===== src/rtl/horizontal_polyphase_scaler_1ch_unit_defines.svh =====
// assertion macros for the horizontal polyphase scaler
// depends on nothing; taken in by the top level with `include
`ifndef HORIZONTAL_POLYPHASE_SCALER_1CH_UNIT_DEFINES_SVH
`define HORIZONTAL_POLYPHASE_SCALER_1CH_UNIT_DEFINES_SVH

// same-cycle implication, checked outside reset
`define HPSC_ASSERT_IMP(label, clk, rstn, ante, cons, msg) \
    label: assert property (@(posedge clk) disable iff (!rstn) (ante) |-> (cons)) \
        else $error(msg);

// next-cycle implication, checked outside reset
`define HPSC_ASSERT_NXT(label, clk, rstn, ante, cons, msg) \
    label: assert property (@(posedge clk) disable iff (!rstn) (ante) |=> (cons)) \
        else $error(msg);

`endif


===== src/rtl/hpsc_queue.sv =====
// small register fifo between the front and back ends
// depends on nothing
module hpsc_queue #(
    parameter int WIDTH = 32,
    parameter int DEPTH = 2
) (
    input  logic             clk,
    input  logic             rst_n,
    input  logic             push,
    input  logic [WIDTH-1:0] wdata,
    output logic             full,
    input  logic             pop,
    output logic [WIDTH-1:0] rdata,
    output logic             empty
);

    localparam int PTR_W = (DEPTH > 1) ? $clog2(DEPTH) : 1;
    localparam int CNT_W = $clog2(DEPTH + 1);

    logic [WIDTH-1:0] slot_reg [DEPTH];
    logic [PTR_W-1:0] wr_ptr_reg, wr_ptr_next;
    logic [PTR_W-1:0] rd_ptr_reg, rd_ptr_next;
    logic [CNT_W-1:0] count_reg, count_next;
    logic             do_push, do_pop;

    assign full    = (count_reg == CNT_W'(DEPTH));
    assign empty   = (count_reg == '0);
    assign do_push = push && !full;
    assign do_pop  = pop && !empty;
    assign rdata   = slot_reg[rd_ptr_reg];

    always_comb
    begin
        wr_ptr_next = wr_ptr_reg;
        rd_ptr_next = rd_ptr_reg;
        count_next  = count_reg;
        if (do_push)
        begin
            wr_ptr_next = (wr_ptr_reg == PTR_W'(DEPTH - 1)) ? '0 : wr_ptr_reg + 1'b1;
        end
        if (do_pop)
        begin
            rd_ptr_next = (rd_ptr_reg == PTR_W'(DEPTH - 1)) ? '0 : rd_ptr_reg + 1'b1;
        end
        if (do_push && !do_pop)
        begin
            count_next = count_reg + 1'b1;
        end
        else if (do_pop && !do_push)
        begin
            count_next = count_reg - 1'b1;
        end
    end

    always_ff @(posedge clk or negedge rst_n)
    begin
        if (!rst_n)
        begin
            wr_ptr_reg <= '0;
            rd_ptr_reg <= '0;
            count_reg  <= '0;
        end
        else
        begin
            wr_ptr_reg <= wr_ptr_next;
            rd_ptr_reg <= rd_ptr_next;
            count_reg  <= count_next;
        end
    end

    always_ff @(posedge clk)
    begin
        if (do_push)
        begin
            slot_reg[wr_ptr_reg] <= wdata;
        end
    end

endmodule


===== config.mk =====
export PLATFORM = sky130hd
export DESIGN_NAME = hpsc_queue
export DESIGN_NICKNAME = d
export VERILOG_FILES = /design/src/rtl/horizontal_polyphase_scaler_1ch_unit_defines.svh /design/src/rtl/hpsc_queue.sv
export SDC_FILE = /design/constraint.sdc
export NUM_CORES = 1
export LEC_CHECK = 0
export BUFFER_PORTS_ARGS = -buffer_cell sky130_fd_sc_hd__buf_2
export CAP_MARGIN = 40
export CORE_UTILIZATION = 52
export DETAILED_ROUTE_END_ITERATION = 16
export GPL_TIMING_DRIVEN = 1
export PLACE_DENSITY = 0.8
export REMOVE_ABC_BUFFERS = 1
export SKIP_CTS_REPAIR_TIMING = 1
export SYNTH_ARGS = -nofsm -noshare
export SYNTH_HDL_FRONTEND = slang
export SYNTH_SLANG_ARGS = --single-unit
export TNS_END_PERCENT = 10

===== constraint.sdc =====
create_clock -name clk -period 3 [get_ports clk]
set_input_delay 0.15 -clock clk [delete_from_list [all_inputs] [get_ports clk]]
set_output_delay 0.15 -clock clk [all_outputs]
set_load 0.01 [all_outputs]

* After elaboration in Yosys (flattened, before gate mapping)
Memory sizes are Yosys's and may differ from the RTL's. Index checks and enable logic that the tools add are counted. Widths: inputs -> output; s select.
Operators by class: reduce and logical (&&, ||, !) cells 10, equal/unequal tests 1, mux-type cells 6, add/subtract/negate cells 4
Operator list (number):
- $logic_and 1x1->1 | 4
- $logic_not 1->1 | 4
- $mux 1 | 4
- $mux 2 | 2
- $add 1x1->1 const B | 2
- $add 2x1->2 const B | 1
- $eq 2x2->1 const B | 1
- $logic_not 2->1 | 1
- $reduce_bool 2->1 | 1
- $sub 2x1->2 const B | 1
Storage, ports and cells: memories 1, memory bits (writable) 64, register bits 4, logic and storage cells 25, bits of input ports 36
Memory list:
- slot_reg | words 2, bits a word 32, read ports 1, clocked after memory_dff 0, write ports 1, RTL line hpsc_queue.sv:20 | logic [WIDTH-1:0] slot_reg [DEPTH];

* Longest topological paths before layout
depth after elaboration 7, gate-level depth with buffers 7

* Worst setup path after synthesis
Ideal clock, no wire load.
kind flip-flop to flip-flop, from register count_reg[0], to memory slot_reg[0][0] (enable), period minus slack after synthesis 2.425 ns, required time 2.579 ns, path slack 0.575 ns, arrival 2.004 ns, cell stages (with the launch flop) 4, cells stage by stage dfrtp_1 -> nand2b_1 -> nand2_1 -> nor2_1
Between the ends: cells in the longest elaborated chain, start to end 5
Ends and longest elaborated chain:
- start, declared | RTL line hpsc_queue.sv:23 | logic [CNT_W-1:0] count_reg, count_next;
- start signal, assigned | RTL line hpsc_queue.sv:67 | count_reg <= count_next;
- $eq 2x2->1 | RTL line hpsc_queue.sv:26 | assign full = (count_reg == CNT_W'(DEPTH));
- $logic_not 1->1 | RTL line hpsc_queue.sv:28 | assign do_push = push && !full;
- $logic_and 1x1->1 | RTL line hpsc_queue.sv:28
- $mux 1 | RTL line hpsc_queue.sv:73 | if (do_push)
- $mux 1 (not written as such) | RTL line hpsc_queue.sv:75 | slot_reg[wr_ptr_reg] <= wdata;
- end, declared | RTL line hpsc_queue.sv:20
Every way passes these cells.

* Final worst setup path
from register rd_ptr_reg, to output port rdata[14]
Between the ends: cells in the longest elaborated chain, start to end 1
Ends and longest elaborated chain:
- start, declared | RTL line hpsc_queue.sv:22 | logic [PTR_W-1:0] rd_ptr_reg, rd_ptr_next;
- start signal, assigned | RTL line hpsc_queue.sv:66 | rd_ptr_reg <= rd_ptr_next;
- $mem_v2 2x32
- end, declared | RTL line hpsc_queue.sv:13 | output logic [WIDTH-1:0] rdata,
Every way passes these cells.

==> impl_metrics.csv <==
group,metric,value,unit
logic_synthesis,yosys.area.top_type,"edfxtp_1",
logic_synthesis,syn_inst,119,
pwr,powerDensity,912.9,mW/mm^2
worst_setup_path,criticalPathCategory,"reg2out",
pwr,p_leak,1.367,nW
worst_setup_path,worstPathArrival,1990,ps
logic_synthesis,synth_mux_area_frac,0.1765,
floorplanning,io_pins,70,
worst_setup_path,cp_top_family,"flip-flops",
grt,grt_pass1_wl,6479,um
worst_setup_path,timing.rr.start,"count_reg[0]",
timing,worst_pin_slew,760.7,ps
logic_synthesis,synthXorXnorAreaFrac,0.01647,
placement,dp_hpwl,3050,um
worst_setup_path,startpoint,"rd_ptr_reg",
timing,drv_slew,0,
logic_synthesis,synthesis.area,0.002659,mm^2
timing,rsz0062_at_grt,"no",
worst_setup_path,cp_max_fo,20,
timing,fin_skew,5.462,ps
placement,place_area,0.003049,mm^2
run,drv_cap,0,
worst_setup_path,slowest_stage,"dfrtp_2",
clock_tree,insertion_delay,320,ps
worst_setup_path,critPathCaptureType,"output port",
final_layout,fin_cells,282,
floorplanning,dieArea,0.005403,mm^2
routing,viasPerCell,4.816,
floorplanning,start_util,0.5519,
timing,setup_tns,0,ps
grt,grt_pass1_vias,1421,
floorplanning,die_x,73.51,um
clock_tree,max-clock-path-buffers,2,
final_layout,area_growth,25.18,%
timing,relSlewSlack,0.4929,
logic_synthesis,synth_top_area_frac,0.7228,
worst_setup_path,timing.critical_path.cells,"buf_4 > mux2_2 > buf_2",
outcome,status,"finished clean",
grt,grt_start_max_net_pins,33,
final_layout,antenna_cells,0,
logic_synthesis,synth_cell_types,15,
routing,num_vias,1358,
grt,globalRoute.totalOverflow,0,
routing,drcViolationCount,0,
clock_tree,cts_made_buffers,9,
placement,placedCellCount,254,
logic_synthesis,synth.yosys.warnings,0,
logic_synthesis,seq_area_frac_synth,0.7605,
clock_tree,cts-root-buf,"clkbuf_8",
final_layout,nets,248,
timing,max_freq,0.4665,GHz
logic_synthesis,avgSynthCellArea,22.34,um^2
logic_synthesis,synth_area_leaders,"edfxtp_1 72%, mux2_4 16%, dfrtp_1 3.8%",
clock_tree,h-tree-depth,3,
floorplanning,die_y,73.51,um
routing,wl_per_cell,15.62,um
logic_synthesis,synthAdderAreaFrac,0.004706,
grt,grt_use_total,0.1721,
logic_synthesis,synth_seq_cells,68,
worst_setup_path,critPathRequiredTime,2850,ps
placement,place.gp.congestion,0.6289,
final_layout,final_core_util,0.6909,
worst_setup_path,cp-start-kind,"flop",
timing,hold_violations,0,
floorplanning,rows,25,
grt,antenna_found_initial,0,
timing,fin_crit_sh,0.7146,
floorplanning,core_area,0.004817,mm^2
logic_synthesis,synth_compound_gate_area_share,0.001882,
final_layout,drive_gt1_frac,0.5488,
final_layout,final_design_area_no_fill,0.003328,mm^2
clock_tree,clk_pin_slew,60,ps
final_layout,largest_reg_flops,64,
worst_setup_path,critPathMaxStageDelay,770,ps
worst_setup_path,path_buf_inv,2,
final_layout,multiInputGateArea,566.8,um^2
timing,fin_crit,2144,ps
placement,io_buffers,69,
final_layout,seqCellArea,0.002023,mm^2
hold_path,hp-class,"in2reg",
clock_tree,tritoncts,"built",
final_layout,n_fill_cell,347,
pwr,ir_worst_vdd,0.7487,mV
clock_tree,cts.sinks,68,
logic_synthesis,synth_top_family_by_area,"multiplexers",
hold_path,worstHoldStart,"wdata[15]",
routing,dr.pass1.iters,3,
routing,wirelength,4405,um
timing,setup_viol,0,
routing,ant_nets,0,
routing,drtIter0Drc,43,
logic_synthesis,yosys.area_share.simple,0.01035,
==> cell type report <==
class / instances / area share
inverters: 2 / 0.002256
well taps: 67 / 0.02519
flip-flops and latches: 68 / 0.6079
multi-input cells: 45 / 0.1703
repair buffers: 85 / 0.1496
clock buffers: 11 / 0.03947
clock inverters: 4 / 0.005263
==> cell usage after synthesis <==
library cell,count
edfxtp_1,64
mux2_4,29
dfrtp_1,4
buf_12,3
mux2_2,3
nor2_1,3
xnor2_1,3
inv_1,2
xor2_1,2
and3_1,1
buf_6,1
ha_1,1
nand2_1,1
nand2b_1,1
o21ai_1,1
==> worst register-to-register path, stage by stage (launching register included) <==
cell and delay, ps:
dfrtp_1 430, nand2b_1 170, nand2_1 150, nor2_4 390, buf_4 290
==> routing by layer <==
layer / vias up / GRT usage / wire length, um
li1: 640 / - / -
met1: 650 / 0.2023 / 1789
met2: 59 / 0.2732 / 2264
met3: 9 / 0.06036 / 272
met4: 0 / 0.1026 / 80
met5: - / 0 / 0
==> through the flow <==
step	hold WS [ps]	total power [mW]	setup slack, ps
global route	1.501	3.201	756.4
finish	14.75	3.038	856.1
floorplan	-145.6	2.122	575.3
detailed placement	-39.22	2.474	1204
CTS	-393.3	3.059	839.5
global placement	-44.03	2.422	1241
==> power breakdown <==
group	switching (mW)	internal, mW
clock	0.294	0.287
sequential	0.150	1.31
combinational	0.455	0.546
total	0.900	2.14
==> layout by cell type (no fill, tap or decap), drive strengths merged <==
cell         netlist  final
buf                4     72
edfxtp            64     64
mux2              32     32
dlygate4sd3        0     13
clkbuf             0     11
dfrtp              4      4
clkinv             0      4
xnor2              3      3
nor2               3      3
inv                2      2
xor2               2      2
nand2b             1      1
nand2              1      1
o21ai              1      1
and3               1      1
ha                 1      1
==> final timing paths <==
kind	end	slack, ps	depth (start not counted)
setup / recovery	rdata[14]	860	3
hold / removal	slot_reg[0][15]	10	1
setup reg to reg	slot_reg[0][17]	1280	4
hold reg to reg	count_reg[1]	540	1
max in group asynchronous	rd_ptr_reg	2710	2
min in group asynchronous	count_reg[0]	160	2
==> kinds of logic (layout without fill, tap and decap cells) <==
group,Yosys count,in the layout
XOR/XNOR,5,5
buffers and inverters,6,102
multiplexers,32,32
AND/OR/NAND/NOR,6,6
AO/OA/AOI/OAI,1,1
adder cells (fa/ha/maj),1,1
flip-flops,68,68
Power figures use the tool's default switching activity.
